[src/hdl/gtpms_pkg.sv]
// ----------------------------------------------------------------------------
// gtpms_pkg
// Shared types and constants of the two-path grid maximum-sum engine.
// ----------------------------------------------------------------------------
`default_nettype none

package gtpms_pkg;

  // field widths
  localparam int OPC_W     = 2;
  localparam int ROWCOL_W  = 4;
  localparam int SAMPLE_W  = 8;
  localparam int SUM_W     = 14;
  localparam int CFG_W     = 5;
  localparam int GAIN_W    = SAMPLE_W + 1;
  localparam int IN_DATA_W = 16;
  localparam int OUT_DATA_W = 16;

  localparam logic [SUM_W-1:0] SUM_LIMIT     = 14'h3FFF;
  localparam logic [CFG_W-1:0] GRID_SIZE_RST = 5'd16;

  // request opcodes
  typedef logic [OPC_W-1:0] opcode_t;
  localparam opcode_t OP_LOAD    = 2'd0;
  localparam opcode_t OP_COMPUTE = 2'd1;
  localparam opcode_t OP_CLEAR   = 2'd2;

  // steps of one position-pair update
  typedef logic [2:0] step_t;
  localparam step_t STEP_P0 = 3'd0;
  localparam step_t STEP_P1 = 3'd1;
  localparam step_t STEP_P2 = 3'd2;
  localparam step_t STEP_P3 = 3'd3;
  localparam step_t STEP_WR = 3'd4;

  // controller to datapath
  typedef struct packed {
    logic  clr_en;
    logic  load_en;
    logic  start;
    logic  init_wr;
    logic  pair_en;
    step_t step;
    logic  fin_rd;
    logic  out_load;
  } cmd_t;

  // datapath to controller
  typedef struct packed {
    logic clr_done;
    logic single;
    logic last_pair;
    logic last_diag;
  } sts_t;

endpackage

`default_nettype wire

[src/hdl/gtpms_ctrl.sv]
// ----------------------------------------------------------------------------
// gtpms_ctrl
// Sequencer: request handshake, grid clearing, diagonal sweep, result output.
// ----------------------------------------------------------------------------
`default_nettype none

module gtpms_ctrl import gtpms_pkg::*; (
  input  logic    clk,
  input  logic    rst_n,
  input  logic    in_tvalid,
  input  opcode_t in_opcode,
  output logic    in_tready,
  output logic    out_tvalid,
  input  logic    out_tready,
  output cmd_t    cmd,
  input  sts_t    sts
);

  typedef enum logic [2:0] {
    S_CLR,
    S_IDLE,
    S_INIT_RD,
    S_INIT_WR,
    S_PAIR,
    S_FIN_RD,
    S_FIN_CAP
  } state_t;

  state_t state_r, state_nxt;
  step_t  step_r, step_nxt;
  logic   in_tready_r, in_tready_nxt;
  logic   out_tvalid_r, out_tvalid_nxt;
  logic   in_acc;
  logic   out_free;

  assign in_acc   = in_tvalid && in_tready_r;
  assign out_free = !out_tvalid_r || out_tready;

  // next state and commands
  always_comb begin
    state_nxt      = state_r;
    step_nxt       = step_r;
    in_tready_nxt  = in_tready_r;
    out_tvalid_nxt = out_tvalid_r && !out_tready;
    cmd            = '0;
    cmd.step       = step_r;

    unique case (state_r)
      S_CLR: begin
        cmd.clr_en = 1'b1;
        if (sts.clr_done) begin
          state_nxt     = S_IDLE;
          in_tready_nxt = 1'b1;
        end
      end
      S_IDLE: begin
        if (in_acc) begin
          unique case (in_opcode)
            OP_LOAD: begin
              cmd.load_en = 1'b1;
            end
            OP_COMPUTE: begin
              cmd.start     = 1'b1;
              state_nxt     = S_INIT_RD;
              in_tready_nxt = 1'b0;
            end
            OP_CLEAR: begin
              state_nxt     = S_CLR;
              in_tready_nxt = 1'b0;
            end
            default: begin
              // unused code: dropped
            end
          endcase
        end
      end
      S_INIT_RD: begin
        // cell (0,0) read is the datapath's default address
        state_nxt = S_INIT_WR;
      end
      S_INIT_WR: begin
        cmd.init_wr = 1'b1;
        step_nxt    = STEP_P0;
        state_nxt   = sts.single ? S_FIN_RD : S_PAIR;
      end
      S_PAIR: begin
        cmd.pair_en = 1'b1;
        if (step_r == STEP_WR) begin
          step_nxt = STEP_P0;
          if (sts.last_pair && sts.last_diag) begin
            state_nxt = S_FIN_RD;
          end
        end else begin
          step_nxt = step_r + step_t'(1);
        end
      end
      S_FIN_RD: begin
        cmd.fin_rd = 1'b1;
        state_nxt  = S_FIN_CAP;
      end
      S_FIN_CAP: begin
        cmd.fin_rd = 1'b1;
        if (out_free) begin
          cmd.out_load   = 1'b1;
          out_tvalid_nxt = 1'b1;
          in_tready_nxt  = 1'b1;
          state_nxt      = S_IDLE;
        end
      end
      default: begin
        state_nxt = S_CLR;
      end
    endcase
  end

  // state and registered handshake outputs
  always_ff @(posedge clk) begin
    if (!rst_n) begin
      state_r      <= S_CLR;
      step_r       <= STEP_P0;
      in_tready_r  <= 1'b0;
      out_tvalid_r <= 1'b0;
    end else begin
      state_r      <= state_nxt;
      step_r       <= step_nxt;
      in_tready_r  <= in_tready_nxt;
      out_tvalid_r <= out_tvalid_nxt;
    end
  end

  assign in_tready  = in_tready_r;
  assign out_tvalid = out_tvalid_r;

endmodule

`default_nettype wire

[config.mk]
export PLATFORM = sky130hd
export DESIGN_NAME = gtpms_ctrl
export DESIGN_NICKNAME = d
export VERILOG_FILES = /design/src/hdl/gtpms_pkg.sv /design/src/hdl/gtpms_ctrl.sv
export SDC_FILE = /design/constraint.sdc
export NUM_CORES = 1
export LEC_CHECK = 0
export BUFFER_PORTS_ARGS = -buffer_cell sky130_fd_sc_hd__clkbuf_2
export CAP_MARGIN = 20
export CORE_MARGIN = 5
export CORE_UTILIZATION = 35
export DETAILED_ROUTE_END_ITERATION = 16
export HOLD_SLACK_MARGIN = 0.08
export PLACE_DENSITY = 0.61
export SYNTH_ARGS = -nofsm -noshare
export SYNTH_HDL_FRONTEND = slang
export SYNTH_SLANG_ARGS = --single-unit
[constraint.sdc]
create_clock -name clk -period 3.75 [get_ports clk]
set_clock_uncertainty 0.2 [all_clocks]
set_input_delay 0.5625 -clock clk [delete_from_list [all_inputs] [get_ports clk]]
set_output_delay 0.5625 -clock clk [all_outputs]
set_load 0.03 [all_outputs]
==> results of run 1 <==
==> logic make-up (layout without fill, tap and decap cells) <==
kind of cell | count (synthesis) | count (layout) | synth area share [%]
simple gates | 26 | 26 | 25.3
compound gates | 20 | 20 | 24.0
buf+inv | 10 | 31 | 10.1
flops | 8 | 8 | 26.9
fa+ha+maj | 5 | 5 | 10.5
xor+xnor | 1 | 1 | 1.47
mux | 1 | 1 | 1.68
==> power breakdown <==
group | internal [mW] | total [mW] | switching, mW
registers | 0.0938 | 0.113 | 0.0188
logic | 0.0434 | 0.102 | 0.0583
clock network | 0.0365 | 0.0633 | 0.0268
==> cell type report <==
cell class              instances  area [sq um]  share of cell area, %
well taps                      16          20.0                   2.83
clock buffers                   3          22.5                   3.18
flip-flops and latches          8           160                   22.6
multi-input cells              53           374                   52.8
repair buffers                 21           105                   14.8
inverters                       7          26.3                   3.71
==> metrics by stage <==
stage                     hold WS (ns)  instance area [sq um]
after floorplan                  0.343                    594
after global placement           0.312                    686
after detailed placement         0.311                    686
after CTS                        0.321                    708
after global routing             0.353                    708
final                            0.311                    708
==> flip-flops by register name (all words and copies together) (netlist names) <==
register,flops
in_tready,1
out_tvalid,1
state_r,3
step_r,3
==> per-layer routing <==
| layer | up-vias | GRT usage [%] |
|---|---|---|
| li1 | 291 | - |
| met1 | 234 | 13.6 |
| met2 | 11 | 14.8 |
| met3 | 0 | 5.23 |
| met4 | 0 | 1.35 |
| met5 | - | 0 |
==> worst max path at each step <==
stage	startpoint	endpoint	slack [ns]
6_report	state_r[1]	cmd[0]	1.53
5_1_grt	state_r[1]	cmd[7]	1.37
4_1_cts	state_r[1]	cmd[7]	1.51
3_5_place_dp	state_r[1]	cmd[0]	1.77
3_3_place_gp	in_opcode[1]	cmd[7]	1.80
2_1_floorplan	out_tready	cmd[0]	1.82
==> Yosys cell counts <==
master | n | area, sq um
mux2i_1 | 1 | 10.0
buf_6 | 3 | 33.8
o21ai_1 | 1 | 5.00
nand2_1 | 4 | 15.0
o21ai_0 | 2 | 10.0
a2111o_1 | 1 | 11.3
o211ai_2 | 1 | 12.5
nand2b_2 | 1 | 8.76
nor2b_1 | 1 | 6.26
and2_1 | 2 | 12.5
nor4_1 | 1 | 6.26
xnor2_1 | 1 | 8.76
a311oi_1 | 1 | 8.76
o22ai_1 | 1 | 6.26
a31oi_1 | 1 | 6.26
a22oi_1 | 2 | 15.0
o211a_1 | 1 | 10.0
a21oi_1 | 5 | 25.0
nand4_1 | 1 | 6.26
nor2_4 | 1 | 11.3
o31a_1 | 1 | 8.76
nand2b_4 | 1 | 13.8
nand2b_1 | 1 | 6.26
nor3_1 | 1 | 5.00
dfxtp_1 | 8 | 160
nor2_1 | 8 | 30.0
inv_1 | 7 | 26.3
ha_1 | 5 | 62.6
a21oi_2 | 1 | 8.76
nand3b_1 | 2 | 15.0
o21a_1 | 2 | 15.0
and3_2 | 1 | 7.51
nand2_2 | 1 | 6.26
==> worst min-delay path, cell delays in order (launching register included) <==
cell,delay (ns)
dfxtp_1,0.31
nand2b_2,0.09
a21oi_1,0.06
==> impl_metrics.env, run 1 <==
export IMPL_timing_slew_headroom_pct=65.8
export IMPL_most_common_layout_cells="clkbuf_2 (21), nor2_1 (8), dfxtp_1 (8)"
export IMPL_crit_type="flip-flop to output port"
export IMPL_drt_vias_per_instance=4.96
export IMPL_num_vias=536
export IMPL_clock_path_buffers=2
export IMPL_area_of_the_mapped_netlist_sq_um=594
export IMPL_grt_overflow=0
export IMPL_detailed_place_hpwl_microns=975
export IMPL_worstMarginPinSlew_ns=0.512
export IMPL_synthesis_nets=86
export IMPL_dieArea_sq_um=2620
export IMPL_nFillCells=163
export IMPL_sequential_share_of_the_synthesized_area_pct=26.9
export IMPL_cts_reportedPaths_clkPinSlew_ns=0.05
export IMPL_cellPowerDensity_nw_per_um2=392
export IMPL_top_layer="met3"
export IMPL_cts_tree="built"
export IMPL_clockRootBuffer="clkbuf_4"
export IMPL_r2r_end="state_r[2]"
export IMPL_crit_path_max_incr_delay_ns=0.64
export IMPL_clkLatencyLatePin_ns=0.25
export IMPL_synthDistinctLibCells=33
export IMPL_horizontal_die_dimension_microns=51.2
export IMPL_gp_congestion=0.743
export IMPL_drc_errors=0
export IMPL_holdCritPathClass="flip-flop to flip-flop"
export IMPL_die_y_microns=51.2
export IMPL_finalWorstPathRequiredPeriod_ns=2.22
export IMPL_post_route_period_util_pct=59.2
export IMPL_timing_max_cap_violations=0
export IMPL_floorplan_initialDensity_pct=38.1
export IMPL_fraction_of_layout_instances_using_a_drive_strength_above_1_pct=33.7
export IMPL_timing_critical_path_from_type="flip-flop"
export IMPL_synth_ff_latch_count=8
export IMPL_gate_count_post_synth=71
export IMPL_regToRegSetupSlack_ns=2.00
export IMPL_slowest_stage="dfxtp_1"
export IMPL_cts_buffers=3
export IMPL_port_buffers=21
export IMPL_setup_violations_final=0
export IMPL_drtAntennaViolNets=0
export IMPL_global_route_usage_total_pct=10.1
export IMPL_num_io_pins=22
export IMPL_htree_num_levels=1
export IMPL_fin_total_pwr_mw=0.278
export IMPL_cellLeakagePower_nw=0.335
export IMPL_worstRegToRegCells=5
export IMPL_worst_path_buf_inv=1
export IMPL_fin_setup_tns_ns=0
export IMPL_crit_arrival_ns=1.46
export IMPL_area_growth_syn_to_layout_pct=19.2
export IMPL_fin_cells=108
export IMPL_drt_pass1_iterations=2
export IMPL_placementRows=14
export IMPL_dp_worst_setup_slack_ns=1.77
export IMPL_rsz_0062_raised_after_global_routing="no"
export IMPL_initial_detailed_routing_violation_count=4
export IMPL_outcome="finished, final reports clean"
export IMPL_finish_utilization_pct=45.4
export IMPL_tritoncts_num_sinks=8
export IMPL_critPathTopFamily="flip-flops"
export IMPL_crit_cells=3
export IMPL_cts_hold_buffers_added=0
export IMPL_cp_required_ns=2.99
export IMPL_final_max_slew_viol_count=0
export IMPL_critPathCaptureType="output port"
export IMPL_hold_path_depth=2
export IMPL_dp_cells=105
export IMPL_finalWorstSetupSlack_ns=1.53
export IMPL_worstHoldEndpoint="out_tvalid"
export IMPL_fp_coreArea_sq_um=1560
export IMPL_first_global_vias=479
export IMPL_max_freq_mhz=450
export IMPL_grt_pass1_wl_microns=2060
export IMPL_finish_net_count=109
export IMPL_drt_total_wl_microns=1200
export IMPL_cts_resized=0
export IMPL_insertedDiodeCount=0
export IMPL_wirelength_met1_microns=577
export IMPL_wire_length_on_met3_microns=68
export IMPL_final_common_cell="clkbuf_2"
export IMPL_crit_fanout=14
export IMPL_final_hold_viol_count=0
export IMPL_wl_per_cell_microns=11.1
export IMPL_r2r_start="state_r[0]"
export IMPL_routed_length_on_met2_microns=555
export IMPL_number_of_antenna_violations_at_the_first_check_in_global_routing=0
export IMPL_worst_ir_drop_vdd_mv=0.266
export IMPL_synthesis_yosys_warnings=0
export IMPL_synth_avg_cell_area_sq_um=8.37
export IMPL_grt_max_degree=15
export IMPL_cts_repair_timing_setup_buffer_count=0
export IMPL_crit_chain="nand3b_1 > nor2b_1 > clkbuf_2"
export IMPL_hold_start="out_tvalid"
No activity file was read; power rests on OpenSTA's default activity.
==> run 2, diff against run 1 <==
ABC_AREA = 1   (was unset)
PLACE_DENSITY = 0.6   (was 0.61)
clock period = 2.2 ns   (was 3.75 ns; I/O delays follow)
==> run 2 against run 1 <==
Clock power increased by 80%; critical path depth stayed put; utilization is 0.34 points lower; via count rose by 29%; register-to-register slack lost 1.5 ns; die area increased by 6.6%; critical path type unchanged; critical endpoint is now cmd[1]; highest routed layer unchanged.
==> impl_metrics.env, run 2 <==
export IMPL_fraction_of_layout_instances_using_a_drive_strength_above_1_pct=27.9
export IMPL_fin_cells=154
export IMPL_clockRootBuffer="clkbuf_4"
export IMPL_clkLatencyLatePin_ns=0.26
export IMPL_yosys_area_share_adder_pct=9.73
export IMPL_initial_detailed_routing_violation_count=13
export IMPL_crit_arrival_ns=1.49
export IMPL_rsz_0062_raised_after_global_routing="no"
export IMPL_critPathTopFamily="flip-flops"
export IMPL_holdCritPathClass="input pin to flip-flop"
export IMPL_outcome="finished, final reports clean"
export IMPL_crit_fanout=11
export IMPL_synth_async_sr_flop_share_pct=0
export IMPL_drtAntennaViolNets=0
export IMPL_reg_largest_list="state_r: 3 flops, step_r: 3 flops"
export IMPL_synth_most_common_cell="nor2_1"
export IMPL_final_hold_viol_count=0
export IMPL_layout_area_seq_sq_um=160
export IMPL_finalWorstSetupSlack_ns=0.181
export IMPL_htree_num_levels=1
export IMPL_netlist_top_cells_count="nor2_1 (21), nand2_1 (20), inv_1 (13)"
export IMPL_synth_ff_latch_count=8
export IMPL_worst_ir_drop_vdd_mv=0.515
export IMPL_post_route_period_util_pct=91.8
export IMPL_first_global_vias=586
export IMPL_synth_edf_count=0
export IMPL_critPathCaptureType="output port"
export IMPL_regToRegSetupSlack_ns=0.49
export IMPL_cts_resized=0
export IMPL_crit_type="flip-flop to output port"
export IMPL_max_freq_mhz=495
export IMPL_synth_top_area_cell="dfxtp_1"
export IMPL_drc_errors=0
export IMPL_horizontal_die_dimension_microns=52.9
export IMPL_sequential_share_of_the_synthesized_area_pct=24.9
export IMPL_synth_simple_gate_area_share_pct=43.2
export IMPL_slowest_stage="dfxtp_1"
export IMPL_port_buffers=21
export IMPL_area_growth_syn_to_layout_pct=22.4
export IMPL_worstMarginPinSlew_ns=0.444
export IMPL_cts_hold_buffers_added=0
export IMPL_tritoncts_num_sinks=8
export IMPL_dp_worst_setup_slack_ns=0.466
export IMPL_gp_congestion=0.871
export IMPL_insertedDiodeCount=0
export IMPL_number_of_antenna_violations_at_the_first_check_in_global_routing=0
export IMPL_cellLeakagePower_nw=0.437
export IMPL_cellPowerDensity_nw_per_um2=1200
export IMPL_dieArea_sq_um=2790
export IMPL_gate_count_post_synth=107
export IMPL_yosys_top_cells_area="dfxtp_1 (25%), nor2_1 (12%), nand2_1 (12%), ha_1 (9.7%), nand3_1 (8.6%)"
export IMPL_synth_top_area_share_pct=24.9
export IMPL_fin_setup_tns_ns=0
export IMPL_die_y_microns=52.9
export IMPL_nFillCells=191
export IMPL_wirelength_met1_microns=665
export IMPL_setup_violations_final=0
export IMPL_dp_cells=151
export IMPL_grt_overflow=0
export IMPL_floorplan_initialDensity_pct=36.8
export IMPL_drt_vias_per_instance=4.50
export IMPL_finish_net_count=146
export IMPL_most_common_layout_cells="nor2_1 (21), clkbuf_2 (21), nand2_1 (20)"
export IMPL_area_occupied_by_multi_input_gates_sq_um=400
export IMPL_timing_critical_path_from_type="flip-flop"
export IMPL_synth_xor_xnor_area_share_pct=0
export IMPL_yosys_mux_area_fraction_pct=0
export IMPL_detailed_place_hpwl_microns=1250
export IMPL_synthDistinctLibCells=17
export IMPL_synth_top_family_by_area="simple AND/OR/NAND/NOR gates"
export IMPL_cp_required_ns=1.67
export IMPL_synthesis_nets=122
export IMPL_grt_pass1_wl_microns=2340
export IMPL_drt_pass1_iterations=4
export IMPL_timing_max_cap_violations=0
export IMPL_clock_path_buffers=2
export IMPL_timing_slew_headroom_pct=70.4
export IMPL_final_max_slew_viol_count=0
export IMPL_synthesis_yosys_warnings=0
export IMPL_wire_length_on_met3_microns=115
export IMPL_wl_per_cell_microns=9.54
export IMPL_crit_path_max_incr_delay_ns=0.59
export IMPL_drt_total_wl_microns=1470
export IMPL_grt_max_degree=12
export IMPL_synth_avg_cell_area_sq_um=6.01
export IMPL_routed_length_on_met2_microns=688
export IMPL_area_of_the_mapped_netlist_sq_um=643
export IMPL_num_vias=693
export IMPL_finalWorstPathRequiredPeriod_ns=2.02
export IMPL_placementRows=15
export IMPL_yosys_most_used_dff="dfxtp_1"
export IMPL_crit_chain="inv_1 > o21ai_0 > clkbuf_2"
export IMPL_cts_tree="built"
export IMPL_cts_buffers=3
export IMPL_fp_coreArea_sq_um=1750
export IMPL_cts_reportedPaths_clkPinSlew_ns=0.06
export IMPL_top_layer="met3"
export IMPL_cts_repair_timing_setup_buffer_count=0
export IMPL_global_route_usage_total_pct=11.4
export IMPL_num_io_pins=22
export IMPL_share_of_the_synthesized_area_in_compound_gates_ao_oa_aoi_oai_pct=9.34
export IMPL_worst_path_buf_inv=2
## run 2: cell types whose count changed after synthesis, sizes merged, moves of 3 or more
cell    change
nand2      +19
inv        +11
nor2       +14
nand3      +12
nand2b      -3
## run 2: area by class of cell
class	instances	area share, %
sequential	8	20.3
multi-input combinational	79	50.9
clock buffer	3	2.86
timing repair buffer	21	13.4
inverter	18	8.59
tap	25	3.97
## run 2: path summary, 6_finish.rpt
path,start,to,cells after the start
setup / recovery,state_r[2],cmd[1],3
hold / removal,rst_n,state_r[2],3
setup reg to reg,state_r[2],state_r[1],7
hold reg to reg,in_tready,in_tready,2
## run 2: cells by family (layout without fill, tap and decap cells)
family	count (synthesis)	count (layout)
AO/OA/AOI/OAI	12	12
adder cells (fa/ha/maj)	5	5
buffers and inverters	20	42
flip-flops	8	8
AND/OR/NAND/NOR	62	62
## run 2: routing by layer
metal | up-vias | track usage (%)
met5 | - | 0
met4 | 0 | 3.83
met3 | 0 | 4.79
met2 | 16 | 18.8
met1 | 296 | 13.2
li1 | 381 | -
## run 2: worst min-delay path: cells and delay by family
family	cells	cell delay (ns)
buffers and inverters	1	0.15
and+or+nand+nor	2	0.12
## run 2: report_power, final
group | switching [mW] | internal [mW] | total (mW) | leakage, nW
Combinational | 0.385 | 0.185 | 0.570 | 0.357
Sequential | 0.0708 | 0.186 | 0.257 | 0.0656
Clock | 0.0514 | 0.0625 | 0.114 | 0.0138
Total | 0.507 | 0.433 | 0.941 | 0.437
## run 2: through the flow
stage                     area (sq um)  hold WS, ns  utilization, %  total power, mW
after floorplan                    643        0.251               -            0.713
after global placement             764        0.285            43.8            0.833
after detailed placement           764        0.297            43.8            0.831
after CTS                          787        0.177            45.1            0.948
after global routing               787        0.185            45.1             1.03
final                              787        0.178            45.1            0.941
==> run 3, diff against run 2 <==
CORE_UTILIZATION = 47   (was 35)
PLACE_DENSITY = 0.77   (was 0.6)
==> run 3 against run 2 <==
Global-route usage grew 5.0 points; largest power group unchanged; first-iteration DRC count grew 100%; flip-flop and latch count is the same.
==> impl_metrics.env, run 3 (same netlist as run 2, synthesis figures left out) <==
export IMPL_fin_setup_tns_ns=0
export IMPL_max_freq_mhz=491
export IMPL_grt_overflow=0
export IMPL_number_of_antenna_violations_at_the_first_check_in_global_routing=0
export IMPL_finish_net_count=146
export IMPL_insertedDiodeCount=0
export IMPL_timing_slew_headroom_pct=68.4
export IMPL_grt_use_met3_pct=3.83
export IMPL_grt_max_degree=12
export IMPL_r2r_end="state_r[0]"
export IMPL_cellPowerDensity_nw_per_um2=1220
export IMPL_initial_detailed_routing_violation_count=26
export IMPL_cp_required_ns=1.67
export IMPL_crit_fanout=11
export IMPL_cts_resized=0
export IMPL_worstMarginPinSlew_ns=0.473
export IMPL_tritoncts_num_sinks=8
export IMPL_drt_pass1_iterations=4
export IMPL_fp_coreArea_sq_um=1300
export IMPL_cts_tree="built"
export IMPL_global_route_usage_total_pct=16.4
export IMPL_final_max_slew_viol_count=0
export IMPL_layout_area_seq_sq_um=160
export IMPL_worstRegToRegCells=7
export IMPL_crit_type="flip-flop to output port"
export IMPL_num_io_pins=22
export IMPL_detailed_place_hpwl_microns=1280
export IMPL_hold_path_depth=3
export IMPL_htree_num_levels=1
export IMPL_hold_start="rst_n"
export IMPL_clock_path_buffers=2
export IMPL_area_growth_syn_to_layout_pct=20.4
export IMPL_clkLatencyLatePin_ns=0.26
export IMPL_final_hold_viol_count=0
export IMPL_reg_largest_list="state_r: 3 flops, step_r: 3 flops"
export IMPL_horizontal_die_dimension_microns=47.0
export IMPL_cts_buffers=3
export IMPL_floorplan_initialDensity_pct=49.4
export IMPL_gr_usage_met1_pct=19.2
export IMPL_timing_max_cap_violations=0
export IMPL_wl_per_cell_microns=10.8
export IMPL_dieArea_sq_um=2210
export IMPL_worst_ir_drop_vdd_mv=0.573
export IMPL_cts_repair_timing_setup_buffer_count=0
export IMPL_die_y_microns=47.0
export IMPL_num_vias=726
export IMPL_cellLeakagePower_nw=0.437
export IMPL_clockRootBuffer="clkbuf_4"
export IMPL_drtAntennaViolNets=0
export IMPL_placementRows=13
export IMPL_cts_reportedPaths_clkPinSlew_ns=0.06
export IMPL_most_common_layout_cells="nor2_1 (21), clkbuf_2 (21), nand2_1 (20)"
export IMPL_crit_arrival_ns=1.51
export IMPL_dp_cells=141
export IMPL_fin_cells=144
export IMPL_met2_usage_pct=27.6
export IMPL_setup_violations_final=0
export IMPL_drt_total_wl_microns=1560
export IMPL_fraction_of_layout_instances_using_a_drive_strength_above_1_pct=27.9
export IMPL_first_global_vias=608
export IMPL_outcome="finished, final reports clean"
export IMPL_layer_with_the_highest_usage_after_global_routing="met2"
export IMPL_gp_congestion=0.802
export IMPL_area_occupied_by_multi_input_gates_sq_um=400
export IMPL_drc_errors=0
export IMPL_post_route_period_util_pct=92.6
export IMPL_finalWorstPathRequiredPeriod_ns=2.04
export IMPL_worstHoldEndpoint="state_r[2]"
export IMPL_holdCritPathClass="input pin to flip-flop"
export IMPL_critPathCaptureType="output port"
export IMPL_r2r_start="state_r[2]"
export IMPL_cts_hold_buffers_added=0
export IMPL_timing_critical_path_from_type="flip-flop"
export IMPL_nFillCells=128
export IMPL_grt_pass1_wl_microns=2530
export IMPL_drt_vias_per_instance=5.04
export IMPL_port_buffers=21
export IMPL_regToRegSetupSlack_ns=0.50
export IMPL_rsz_0062_raised_after_global_routing="no"
==> run 3: cell counts in the layout (fill, tap and decap cells not counted) <==
No cell type changed its count.
==> run 3: layout make-up <==
cell class	count	share of cell area, %
multi-input cells	79	51.7
repair buffers	21	13.6
flip-flops and latches	8	20.7
well taps	15	2.42
clock buffers	3	2.91
inverters	18	8.72
==> run 3: where the power goes <==
part	switching, mW	internal [mW]	total (mW)
logic	0.386	0.185	0.571
clock network	0.0502	0.0624	0.113
registers	0.0767	0.186	0.263
==> run 3: worst max path at each step <==
stage,startpoint,endpoint
after CTS,state_r[2],cmd[0]
after detailed placement,state_r[2],cmd[0]
after global routing,state_r[2],cmd[0]
final,state_r[2],cmd[0]
after global placement,state_r[2],cmd[1]
after floorplan,state_r[1],state_r[0]
==> run 3: per-layer routing <==
layer,routed length (microns),vias to the layer above
met4,31,0
met2,757,33
met3,131,5
met5,0,-
li1,-,378
met1,641,310
==> run 3: metrics by stage <==
step                      hold WS, ns  instance area [sq um]  setup WS [ns]  power (mW)  util [%]
final                           0.168                    774          0.163       0.946      59.5
after global routing            0.188                    774         0.0601        1.04      59.5
after CTS                       0.164                    774          0.171       0.949      59.5
after detailed placement        0.297                    752          0.459       0.831      57.8
after global placement          0.278                    752          0.516       0.819      57.8
after floorplan                 0.251                    643          0.275       0.713         -
==> run 3: critical path: stages (launching register included) <==
cell and delay [ns]:
dfxtp_1 0.61, nand3_2 0.23, nor2_1 0.18, clkbuf_2 0.23
